### src/wpq_pkg.sv
package wpq_pkg;

    localparam int NUM_WEIGHTS = 5;
    localparam int WEIGHT_W    = 4;
    localparam int PRIO_W      = 7;
    localparam int TAG_W       = 16;
    localparam int STATUS_W    = 2;
    localparam int OCC_W       = 5;
    localparam int CFG_IDX_W   = 3;
    localparam int STEP_W      = 3;

    typedef logic [NUM_WEIGHTS-1:0][WEIGHT_W-1:0] weight_set_t;

    typedef enum logic [STATUS_W-1:0] {
        STATUS_DONE  = 2'd0,
        STATUS_FULL  = 2'd1,
        STATUS_EMPTY = 2'd2
    } status_t;

    localparam logic OP_INSERT = 1'b0;
    localparam logic OP_SERVE  = 1'b1;

    localparam logic [CFG_IDX_W-1:0] REG_EYE_PAIN   = 3'd0;
    localparam logic [CFG_IDX_W-1:0] REG_HEADACHE   = 3'd1;
    localparam logic [CFG_IDX_W-1:0] REG_FEVER      = 3'd2;
    localparam logic [CFG_IDX_W-1:0] REG_COUGH      = 3'd3;
    localparam logic [CFG_IDX_W-1:0] REG_CHEST_PAIN = 3'd4;

    // Element 0 is flag zero; the literal lists the highest element first.
    localparam weight_set_t WEIGHT_RESET = {4'd10, 4'd1, 4'd4, 4'd2, 4'd3};

endpackage

### src/wpq_if.sv
interface wpq_in_if
    import wpq_pkg::*;
();
    logic              valid;
    logic              ready;
    logic              opcode;
    logic [TAG_W-1:0]  entry_tag;
    logic              flag_eye_pain;
    logic              flag_headache;
    logic              flag_fever;
    logic              flag_cough;
    logic              flag_chest_pain;

    modport source (
        output valid, opcode, entry_tag, flag_eye_pain, flag_headache, flag_fever,
               flag_cough, flag_chest_pain,
        input  ready
    );
    modport sink (
        input  valid, opcode, entry_tag, flag_eye_pain, flag_headache, flag_fever,
               flag_cough, flag_chest_pain,
        output ready
    );
endinterface

interface wpq_out_if
    import wpq_pkg::*;
();
    logic                valid;
    logic                ready;
    logic [STATUS_W-1:0] status;
    logic [TAG_W-1:0]    result_tag;
    logic [PRIO_W-1:0]   result_priority;
    logic [OCC_W-1:0]    occupancy;

    modport source (
        output valid, status, result_tag, result_priority, occupancy,
        input  ready
    );
    modport sink (
        input  valid, status, result_tag, result_priority, occupancy,
        output ready
    );
endinterface

### src/weighted_priority_queue.sv
// Channel   Role     Payload
// cmd       sink     opcode, entry_tag, five flag bits
// rsp       source   status, result_tag, result_priority, occupancy
// cfg_*     write    cfg_write_en, cfg_index, cfg_data (one weight per write)
//
// One request at a time: a single adder sums the priority, one flag weight at a time, after accept.
// Then a serve reads the head entry from the RAM, an empty serve or a full insert answers without
// touching the RAM, and an insert walks from the tail toward the head, moving one entry per step
// until a compare stops it or it reaches the head slot; the entry RAM has one read and one write port.
// Reset clears the count and the head pointer and loads the default weights; the RAM is not cleared.
// A result waiting on rsp.ready does not block acceptance; a second one waits in place.
module weighted_priority_queue
    import wpq_pkg::*;
#(
    parameter int QUEUE_DEPTH = 16,
    parameter int TAG_BITS    = 16
)
(
    input  logic                 clk,
    input  logic                 rst_n,
    wpq_in_if.sink               cmd,
    wpq_out_if.source            rsp,
    input  logic                 cfg_write_en,
    input  logic [CFG_IDX_W-1:0] cfg_index,
    input  logic [WEIGHT_W-1:0]  cfg_data
);

    localparam int AW      = (QUEUE_DEPTH > 1) ? $clog2(QUEUE_DEPTH) : 1;
    localparam int CW      = $clog2(QUEUE_DEPTH + 1);
    localparam int ENTRY_W = TAG_BITS + PRIO_W;

    typedef enum logic [2:0] {
        S_IDLE,
        S_SUM,
        S_DECIDE,
        S_HEAD_WAIT,
        S_WALK,
        S_CMP,
        S_FINISH
    } state_t;

    weight_set_t weights;

    state_t                   state_reg,      state_next;
    logic                     opcode_reg,     opcode_next;
    logic [TAG_BITS-1:0]      tag_reg,        tag_next;
    logic [NUM_WEIGHTS-1:0]   flags_reg,      flags_next;
    logic [STEP_W-1:0]        step_reg,       step_next;
    logic [PRIO_W-1:0]        prio_reg,       prio_next;
    logic [AW-1:0]            head_reg,       head_next;
    logic [CW-1:0]            count_reg,      count_next;
    logic [AW-1:0]            wr_ptr_reg,     wr_ptr_next;
    logic [CW-1:0]            pos_reg,        pos_next;
    status_t                  res_status_reg, res_status_next;
    logic [TAG_BITS-1:0]      res_tag_reg,    res_tag_next;
    logic [PRIO_W-1:0]        res_prio_reg,   res_prio_next;
    logic                     out_valid_reg,  out_valid_next;
    status_t                  out_status_reg, out_status_next;
    logic [TAG_W-1:0]         out_tag_reg,    out_tag_next;
    logic [PRIO_W-1:0]        out_prio_reg,   out_prio_next;
    logic [OCC_W-1:0]         out_occ_reg,    out_occ_next;

    logic                     ram_we;
    logic [AW-1:0]            ram_waddr;
    logic [ENTRY_W-1:0]       ram_wdata;
    logic [AW-1:0]            ram_raddr;
    logic [ENTRY_W-1:0]       ram_rdata;
    logic [PRIO_W-1:0]        rd_prio;
    logic [TAG_BITS-1:0]      rd_tag;
    logic [AW-1:0]            prev_ptr;
    logic [AW-1:0]            head_inc;
    logic [AW:0]              tail_sum;
    logic [AW-1:0]            tail_ptr;
    logic [PRIO_W-1:0]        addend;

    wpq_cfg u_cfg (
        .clk          (clk),
        .rst_n        (rst_n),
        .cfg_write_en (cfg_write_en),
        .cfg_index    (cfg_index),
        .cfg_data     (cfg_data),
        .weights      (weights)
    );

    wpq_ram #(
        .WIDTH (ENTRY_W),
        .DEPTH (QUEUE_DEPTH)
    ) u_ram (
        .clk   (clk),
        .we    (ram_we),
        .waddr (ram_waddr),
        .wdata (ram_wdata),
        .raddr (ram_raddr),
        .rdata (ram_rdata)
    );

    assign rd_prio = ram_rdata[PRIO_W-1:0];
    assign rd_tag  = ram_rdata[ENTRY_W-1:PRIO_W];

    // The queue is a ring: logical slot i lives at (head + i) wrapped to the depth.
    assign prev_ptr = (wr_ptr_reg == '0) ? AW'(QUEUE_DEPTH - 1) : wr_ptr_reg - 1'b1;
    assign head_inc = (head_reg == AW'(QUEUE_DEPTH - 1)) ? '0 : head_reg + 1'b1;
    assign tail_sum = {1'b0, head_reg} + (AW+1)'(count_reg);
    assign tail_ptr = (tail_sum >= (AW+1)'(QUEUE_DEPTH)) ?
                      AW'(tail_sum - (AW+1)'(QUEUE_DEPTH)) : AW'(tail_sum);

    assign addend = flags_reg[step_reg] ? PRIO_W'(weights[step_reg]) : '0;

    assign cmd.ready           = (state_reg == S_IDLE);
    assign rsp.valid           = out_valid_reg;
    assign rsp.status          = out_status_reg;
    assign rsp.result_tag      = out_tag_reg;
    assign rsp.result_priority = out_prio_reg;
    assign rsp.occupancy       = out_occ_reg;

    always_comb
    begin
        state_next      = state_reg;
        opcode_next     = opcode_reg;
        tag_next        = tag_reg;
        flags_next      = flags_reg;
        step_next       = step_reg;
        prio_next       = prio_reg;
        head_next       = head_reg;
        count_next      = count_reg;
        wr_ptr_next     = wr_ptr_reg;
        pos_next        = pos_reg;
        res_status_next = res_status_reg;
        res_tag_next    = res_tag_reg;
        res_prio_next   = res_prio_reg;
        out_valid_next  = out_valid_reg & ~rsp.ready;
        out_status_next = out_status_reg;
        out_tag_next    = out_tag_reg;
        out_prio_next   = out_prio_reg;
        out_occ_next    = out_occ_reg;
        ram_we          = 1'b0;
        ram_waddr       = wr_ptr_reg;
        ram_wdata       = {tag_reg, prio_reg};
        ram_raddr       = (state_reg == S_DECIDE) ? head_reg : prev_ptr;

        unique case (state_reg)
            S_IDLE:
            begin
                if (cmd.valid)
                begin
                    opcode_next = cmd.opcode;
                    tag_next    = TAG_BITS'(cmd.entry_tag);
                    flags_next  = {cmd.flag_chest_pain, cmd.flag_cough, cmd.flag_fever,
                                   cmd.flag_headache, cmd.flag_eye_pain};
                    step_next   = '0;
                    prio_next   = '0;
                    state_next  = S_SUM;
                end
            end
            S_SUM:
            begin
                prio_next = prio_reg + addend;
                step_next = step_reg + 1'b1;
                if (step_reg == STEP_W'(NUM_WEIGHTS - 1))
                begin
                    state_next = S_DECIDE;
                end
            end
            S_DECIDE:
            begin
                if (opcode_reg == OP_SERVE)
                begin
                    if (count_reg == '0)
                    begin
                        res_status_next = STATUS_EMPTY;
                        res_tag_next    = '0;
                        res_prio_next   = '0;
                        state_next      = S_FINISH;
                    end
                    else
                    begin
                        state_next = S_HEAD_WAIT;
                    end
                end
                else if (count_reg == CW'(QUEUE_DEPTH))
                begin
                    res_status_next = STATUS_FULL;
                    res_tag_next    = '0;
                    res_prio_next   = prio_reg;
                    state_next      = S_FINISH;
                end
                else
                begin
                    wr_ptr_next = tail_ptr;
                    pos_next    = count_reg;
                    state_next  = S_WALK;
                end
            end
            S_HEAD_WAIT:
            begin
                res_status_next = STATUS_DONE;
                res_tag_next    = rd_tag;
                res_prio_next   = rd_prio;
                head_next       = head_inc;
                count_next      = count_reg - 1'b1;
                state_next      = S_FINISH;
            end
            S_WALK:
            begin
                // At the head slot the new entry lands without a compare.
                if (pos_reg == '0)
                begin
                    ram_we          = 1'b1;
                    count_next      = count_reg + 1'b1;
                    res_status_next = STATUS_DONE;
                    res_tag_next    = tag_reg;
                    res_prio_next   = prio_reg;
                    state_next      = S_FINISH;
                end
                else
                begin
                    state_next = S_CMP;
                end
            end
            S_CMP:
            begin
                ram_we = 1'b1;
                if (rd_prio > prio_reg)
                begin
                    count_next      = count_reg + 1'b1;
                    res_status_next = STATUS_DONE;
                    res_tag_next    = tag_reg;
                    res_prio_next   = prio_reg;
                    state_next      = S_FINISH;
                end
                else
                begin
                    // Equal or lower priority moves one slot toward the tail.
                    ram_wdata   = ram_rdata;
                    wr_ptr_next = prev_ptr;
                    pos_next    = pos_reg - 1'b1;
                    state_next  = S_WALK;
                end
            end
            S_FINISH:
            begin
                if (!out_valid_reg || rsp.ready)
                begin
                    out_valid_next  = 1'b1;
                    out_status_next = res_status_reg;
                    out_tag_next    = TAG_W'(res_tag_reg);
                    out_prio_next   = res_prio_reg;
                    out_occ_next    = OCC_W'(count_reg);
                    state_next      = S_IDLE;
                end
            end
            default:
            begin
                state_next = S_IDLE;
            end
        endcase
    end

    always_ff @(posedge clk or negedge rst_n)
    begin
        if (!rst_n)
        begin
            state_reg      <= S_IDLE;
            opcode_reg     <= OP_INSERT;
            tag_reg        <= '0;
            flags_reg      <= '0;
            step_reg       <= '0;
            prio_reg       <= '0;
            head_reg       <= '0;
            count_reg      <= '0;
            wr_ptr_reg     <= '0;
            pos_reg        <= '0;
            res_status_reg <= STATUS_DONE;
            res_tag_reg    <= '0;
            res_prio_reg   <= '0;
            out_valid_reg  <= 1'b0;
            out_status_reg <= STATUS_DONE;
            out_tag_reg    <= '0;
            out_prio_reg   <= '0;
            out_occ_reg    <= '0;
        end
        else
        begin
            state_reg      <= state_next;
            opcode_reg     <= opcode_next;
            tag_reg        <= tag_next;
            flags_reg      <= flags_next;
            step_reg       <= step_next;
            prio_reg       <= prio_next;
            head_reg       <= head_next;
            count_reg      <= count_next;
            wr_ptr_reg     <= wr_ptr_next;
            pos_reg        <= pos_next;
            res_status_reg <= res_status_next;
            res_tag_reg    <= res_tag_next;
            res_prio_reg   <= res_prio_next;
            out_valid_reg  <= out_valid_next;
            out_status_reg <= out_status_next;
            out_tag_reg    <= out_tag_next;
            out_prio_reg   <= out_prio_next;
            out_occ_reg    <= out_occ_next;
        end
    end

`ifndef NO_ASSERTIONS
    a_count_bound: assert property (@(posedge clk) disable iff (!rst_n)
        count_reg <= CW'(QUEUE_DEPTH))
        else $error("entry count exceeds queue depth");

    a_ram_write_in_walk: assert property (@(posedge clk) disable iff (!rst_n)
        ram_we |-> (state_reg == S_WALK || state_reg == S_CMP))
        else $error("entry RAM written outside the insert walk");

    a_count_change: assert property (@(posedge clk) disable iff (!rst_n)
        (count_next != count_reg) |->
            (state_reg == S_HEAD_WAIT || state_reg == S_WALK || state_reg == S_CMP))
        else $error("entry count changed outside serve or insert");

    a_accept_starts_sum: assert property (@(posedge clk) disable iff (!rst_n)
        (cmd.valid && cmd.ready) |=> (state_reg == S_SUM && step_reg == '0))
        else $error("accepted request did not start the priority sum");

    a_walk_position: assert property (@(posedge clk) disable iff (!rst_n)
        (state_reg == S_WALK) |-> (pos_reg <= count_reg))
        else $error("insert position beyond stored entries");
`endif

endmodule

### src/wpq_ram.sv
module wpq_ram #(
    parameter int WIDTH = 8,
    parameter int DEPTH = 16
)
(
    input  logic                     clk,
    input  logic                     we,
    input  logic [$clog2(DEPTH)-1:0] waddr,
    input  logic [WIDTH-1:0]         wdata,
    input  logic [$clog2(DEPTH)-1:0] raddr,
    output logic [WIDTH-1:0]         rdata
);

    logic [WIDTH-1:0] mem [DEPTH];

    always_ff @(posedge clk)
    begin
        if (we)
        begin
            mem[waddr] <= wdata;
        end
        rdata <= mem[raddr];
    end

endmodule

### src/wpq_cfg.sv
module wpq_cfg
    import wpq_pkg::*;
(
    input  logic                 clk,
    input  logic                 rst_n,
    input  logic                 cfg_write_en,
    input  logic [CFG_IDX_W-1:0] cfg_index,
    input  logic [WEIGHT_W-1:0]  cfg_data,
    output weight_set_t          weights
);

    weight_set_t weights_reg;

    always_ff @(posedge clk or negedge rst_n)
    begin
        if (!rst_n)
        begin
            weights_reg <= WEIGHT_RESET;
        end
        else if (cfg_write_en)
        begin
            unique case (cfg_index)
                REG_EYE_PAIN:   weights_reg[0] <= cfg_data;
                REG_HEADACHE:   weights_reg[1] <= cfg_data;
                REG_FEVER:      weights_reg[2] <= cfg_data;
                REG_COUGH:      weights_reg[3] <= cfg_data;
                REG_CHEST_PAIN: weights_reg[4] <= cfg_data;
                default:        weights_reg <= weights_reg;
            endcase
        end
    end

    assign weights = weights_reg;

endmodule

### src/flat_wrapper.sv
// flat-port wrapper written by rule: the top's interface ports become plain ports
module weighted_priority_queue_flat import wpq_pkg::*;
#(
    parameter int QUEUE_DEPTH = 16,
    parameter int TAG_BITS    = 16
)
  (clk, rst_n, cfg_write_en, cfg_index, cfg_data, cmd_valid, cmd_opcode, cmd_entry_tag, cmd_flag_eye_pain, cmd_flag_headache, cmd_flag_fever, cmd_flag_cough, cmd_flag_chest_pain, cmd_ready, rsp_valid, rsp_status, rsp_result_tag, rsp_result_priority, rsp_occupancy, rsp_ready);
  wpq_in_if cmd_i ();
  wpq_out_if rsp_i ();
  input  logic clk;
  input  logic rst_n;
  input  logic cfg_write_en;
  input  logic [CFG_IDX_W-1:0] cfg_index;
  input  logic [WEIGHT_W-1:0] cfg_data;
  input wire logic [$bits(cmd_i.valid)-1:0] cmd_valid;
  input wire logic [$bits(cmd_i.opcode)-1:0] cmd_opcode;
  input wire logic [$bits(cmd_i.entry_tag)-1:0] cmd_entry_tag;
  input wire logic [$bits(cmd_i.flag_eye_pain)-1:0] cmd_flag_eye_pain;
  input wire logic [$bits(cmd_i.flag_headache)-1:0] cmd_flag_headache;
  input wire logic [$bits(cmd_i.flag_fever)-1:0] cmd_flag_fever;
  input wire logic [$bits(cmd_i.flag_cough)-1:0] cmd_flag_cough;
  input wire logic [$bits(cmd_i.flag_chest_pain)-1:0] cmd_flag_chest_pain;
  output wire logic [$bits(cmd_i.ready)-1:0] cmd_ready;
  output wire logic [$bits(rsp_i.valid)-1:0] rsp_valid;
  output wire logic [$bits(rsp_i.status)-1:0] rsp_status;
  output wire logic [$bits(rsp_i.result_tag)-1:0] rsp_result_tag;
  output wire logic [$bits(rsp_i.result_priority)-1:0] rsp_result_priority;
  output wire logic [$bits(rsp_i.occupancy)-1:0] rsp_occupancy;
  input wire logic [$bits(rsp_i.ready)-1:0] rsp_ready;
  assign cmd_i.valid = cmd_valid;
  assign cmd_i.opcode = cmd_opcode;
  assign cmd_i.entry_tag = cmd_entry_tag;
  assign cmd_i.flag_eye_pain = cmd_flag_eye_pain;
  assign cmd_i.flag_headache = cmd_flag_headache;
  assign cmd_i.flag_fever = cmd_flag_fever;
  assign cmd_i.flag_cough = cmd_flag_cough;
  assign cmd_i.flag_chest_pain = cmd_flag_chest_pain;
  assign cmd_ready = cmd_i.ready;
  assign rsp_valid = rsp_i.valid;
  assign rsp_status = rsp_i.status;
  assign rsp_result_tag = rsp_i.result_tag;
  assign rsp_result_priority = rsp_i.result_priority;
  assign rsp_occupancy = rsp_i.occupancy;
  assign rsp_i.ready = rsp_ready;
  weighted_priority_queue #(.QUEUE_DEPTH(QUEUE_DEPTH), .TAG_BITS(TAG_BITS)) u_core (.clk(clk), .rst_n(rst_n), .cmd(cmd_i), .rsp(rsp_i), .cfg_write_en(cfg_write_en), .cfg_index(cfg_index), .cfg_data(cfg_data));
endmodule
### config.mk
export PLATFORM = sky130hd
export DESIGN_NAME = weighted_priority_queue_flat
export DESIGN_NICKNAME = d
export VERILOG_FILES = /design/src/wpq_pkg.sv /design/src/wpq_if.sv /design/src/weighted_priority_queue.sv /design/src/wpq_ram.sv /design/src/wpq_cfg.sv /design/src/flat_wrapper.sv
export SDC_FILE = /design/constraint.sdc
export NUM_CORES = 1
export LEC_CHECK = 0
export ABC_AREA = 0
export BUFFER_PORTS_ARGS = -buffer_cell sky130_fd_sc_hd__buf_4
export CAP_MARGIN = 10
export CORE_MARGIN = 1
export CORE_UTILIZATION = 50
export CTS_CLUSTER_SIZE = 24
export DETAILED_ROUTE_END_ITERATION = 10
export GPL_ROUTABILITY_DRIVEN = 0
export GPL_TIMING_DRIVEN = 0
export PLACE_DENSITY = 0.66
export SETUP_SLACK_MARGIN = 0.15
export SLEW_MARGIN = 30
export SYNTH_ARGS = -nofsm -noshare
export SYNTH_HDL_FRONTEND = slang
export SYNTH_HIERARCHICAL = 1
export SYNTH_SLANG_ARGS = --single-unit
### constraint.sdc
create_clock -name clk -period 5.9 [get_ports clk]
set_clock_uncertainty 0.1 [all_clocks]
set_input_delay 0.295 -clock clk [delete_from_list [all_inputs] [get_ports clk]]
set_output_delay 0.295 -clock clk [all_outputs]
set_load 0.01 [all_outputs]
==> results by group <==
Timing
  • Final setup TNS: 0 ns
  • Final Hold Viols: 0
  • Peak Freq: between 200 and 300 MHz
  • WHS: 0.108 ns
  • Slew Limit Fails: 0
  • Final setup fails: 0
  • Final min period: about 3.8 ns
  • RSZ-0062 raised after global routing: false
  • Rel. slew slack: 0.468
  • Measured slew at the worst slew-check pin: approximately 0.8 ns
  • Fin crit share: 0.650

Job
  • Max Cap Violations: 0

Global routing
  • First-pass GRT wire length: 71,600 um
  • Grt ovf: 0
  • GRT Total Usage: 0.221
  • Initial antenna violation count: 0
  • Largest net degree at the start of global routing: between 70 and 80
  • Vias in the first global route: approximately 12,000

Worst setup path
  • Critical Path AT: about 4.2 ns
  • Beginning of the critical path: u_core/state_reg[0]$_DFFE_PN0P_
  • Worst setup SP type: register
  • CP endpoint: u_core/u_ram/rdata[9]$_DFF_P_
  • Largest fanout on the critical path: 10
  • R2R setup slack: between 2 and 2.5 ns
  • Critical Path RT: 6.25 ns
  • R2R depth: 9
  • Critical path class: reg2reg
  • Worst reg2reg endpoint: u_core/u_ram/rdata[9]$_DFF_P_
  • Reg-to-Reg Start: u_core/state_reg[0]$_DFFE_PN0P_
  • CP Capture Type: register

Route
  • DRT iter0 DRCs: 971
  • Drt drc: 0
  • DR pass1 iterations: 5
  • Post-route ant nets: 0
  • Vias per cell: about 5.9
  • Detailed-route wire length per cell: 23.7 um
  • Routed vias: 11,451
  • Drt total wl: 46,300 um

Final layout
  • Commonest non-fill, non-tap cell in the layout: edfxtp_1
  • Ant diodes: 0
  • Multi-input logic area: 6150 um^2
  • Reg area: 14,700 um^2
  • Area grow syn2layout: 18.0%
  • Filler instances: 2,978
  • Final #Nets: around 1,400
  • Max reg flops: 368
  • Share of cells above drive strength 1: 0.310
  • Most frequent cells in the layout: 368 x edfxtp_1, 122 x dfrtp_1, 114 x nand2_1, 97 x mux4_2, 83 x buf_4

Synthesis
  • Main synth FF type: edfxtp_1
  • Avg Inst Size Synth: 17.6 um^2
  • Yosys Warn Count: 6
  • Post-synthesis sequential area ratio: 0.697
  • Cell variety after synth: 66
  • Post-synth EDFFs: approximately 370
  • Ys async rst share: 0.248
  • Post-Syn Area: 21,200 um^2
  • Flops & latches, synth: 520
  • Mapped Cells: 1,201
  • Synth Net Count: 1,261

CTS
  • H-Tree Depth: 2
  • Post-cts resize count: 0
  • Root Buffer Master: clkbuf_16
  • TritonCTS Buffers: 52
  • Clock Latency Late Sink: ~0.6 ns
  • CTS tree: done
  • Clock Sinks: 520
  • Maximum clock path buffer count: 3
  • Post-CTS setup buffer count: 0
  • CTS hold repair buffers: 31
  • CTS clk-pin slew, worst paths: around 0.060 ns

Die
  • Core footprint: roughly 41,000 um^2
  • Die W: 208 um
  • Initial Utilization: 0.512
  • Die area: around 43,000 um^2
  • Row count: between 70 and 80
  • Num ports: 66
  • DIE HEIGHT: 208 um

Placement
  • Dpl hpwl: ~30,000 um
  • Port Buffer Count: 65

Pwr
  • Power per cell area: 565 nW/um^2
  • Peak supply drop: 0.000250 V
  • Leak Pwr: about 9.3 nW

Min path
  • HP Class: in2async

Outcome
  • Status: complete, no violations
## report_power, final
part / switching, mW / internal, mW
combinational: 3.18 / 2.42
clock: 1.38 / 1.92
sequential: 0.396 / 4.82
total: 4.95 / 9.16
## cells by family (layout without fill, tap and decap cells)
group	Yosys count	after routing	share of synthesized area
flops	520	520	0.697
simple gates	209	209	0.0489
mux	200	200	0.161
compound gates	152	152	0.0521
buf+inv	80	303	0.0184
fa+ha+maj	26	26	0.0164
xor+xnor	14	14	0.00580
## Yosys cell counts, types with 5 or more instances
library cell	instances	area (um^2)
nor2b_1	7	43.8
a21oi_1	21	105
mux4_2	97	2180
edfxtp_1	368	11100
a21o_1	6	45.0
xnor2_1	10	87.6
a22oi_1	46	345
buf_6	6	67.6
dfstp_2	7	184
nand2_1	114	428
nand3_1	16	80.1
inv_1	21	78.8
clkbuf_1	23	86.3
buf_4	6	45.0
a22o_1	23	201
o31ai_1	5	37.5
nor2_1	24	90.1
mux2i_1	6	60.1
ha_1	23	288
nand2b_1	9	56.3
and2_1	6	37.5
nor3_1	10	50.1
dfxtp_1	23	460
buf_1	7	26.3
dfrtp_1	122	3050
mux2_2	77	867
o21ai_0	23	115
mux2_4	20	300
buf_2	17	85.1
## metal layers
metal / global-route usage / share of wire
met5: 0 / 0
met4: 0.0600 / 0.017
met3: 0.0360 / 0.061
met2: 0.369 / 0.49
met1: 0.304 / 0.43
## metrics by stage
stage | cell area [um^2] | cells | worst slack (ns) | util | total power, mW
after floorplan | 21200 | 1201 | 2.16 | - | 9.04
after global routing | 25000 | 1956 | 1.83 | 0.604 | 14.9
after CTS | 25000 | 1956 | 2.09 | 0.604 | 14.2
final | 25000 | 1956 | 2.07 | 0.604 | 14.1
after detailed placement | 22900 | 1827 | 2.11 | 0.555 | 10.9
after global placement | 22300 | 1798 | 0.248 | 0.540 | 10.7
## final cells by class
class / instances / area share
plain buffers: 59 / 0.0124
clock buffers: 64 / 0.0547
clock inverters: 34 / 0.0137
inverters: 21 / 0.00316
multi-input cells: 601 / 0.247
flip-flops and latches: 520 / 0.591
well taps: 532 / 0.0267
repair buffers: 125 / 0.0519
## worst min-delay path by stage
stage	cells after the start	end	slack (ns)	from
after floorplan	0	u_core/count_reg[0]$_DFFE_PN0P_	-0.10	rst_n
after global placement	2	u_core/flags_reg[2]$_DFFE_PN0P_	0.36	u_core/flags_reg[2]$_DFFE_PN0P_
after detailed placement	1	u_core/rsp.occupancy[1]$_DFFE_PN0P_	0.15	rst_n
after CTS	2	u_core/rsp.occupancy[1]$_DFFE_PN0P_	0.09	rst_n
after global routing	2	u_core/rsp.occupancy[1]$_DFFE_PN0P_	0.14	rst_n
final	2	u_core/count_reg[4]$_DFFE_PN0P_	0.11	rst_n
## critical path, stage by stage (launching register included)
cell      delay (ns)
dfrtp_1         0.40
clkbuf_1        0.21
buf_2           0.23
nor2b_1         0.46
mux2i_1         0.38
buf_2           0.35
buf_1           0.58
mux4_2          0.42
a22oi_1         0.38
nand2_1         0.17
Note: power is estimated with default switching activity, not from simulation.
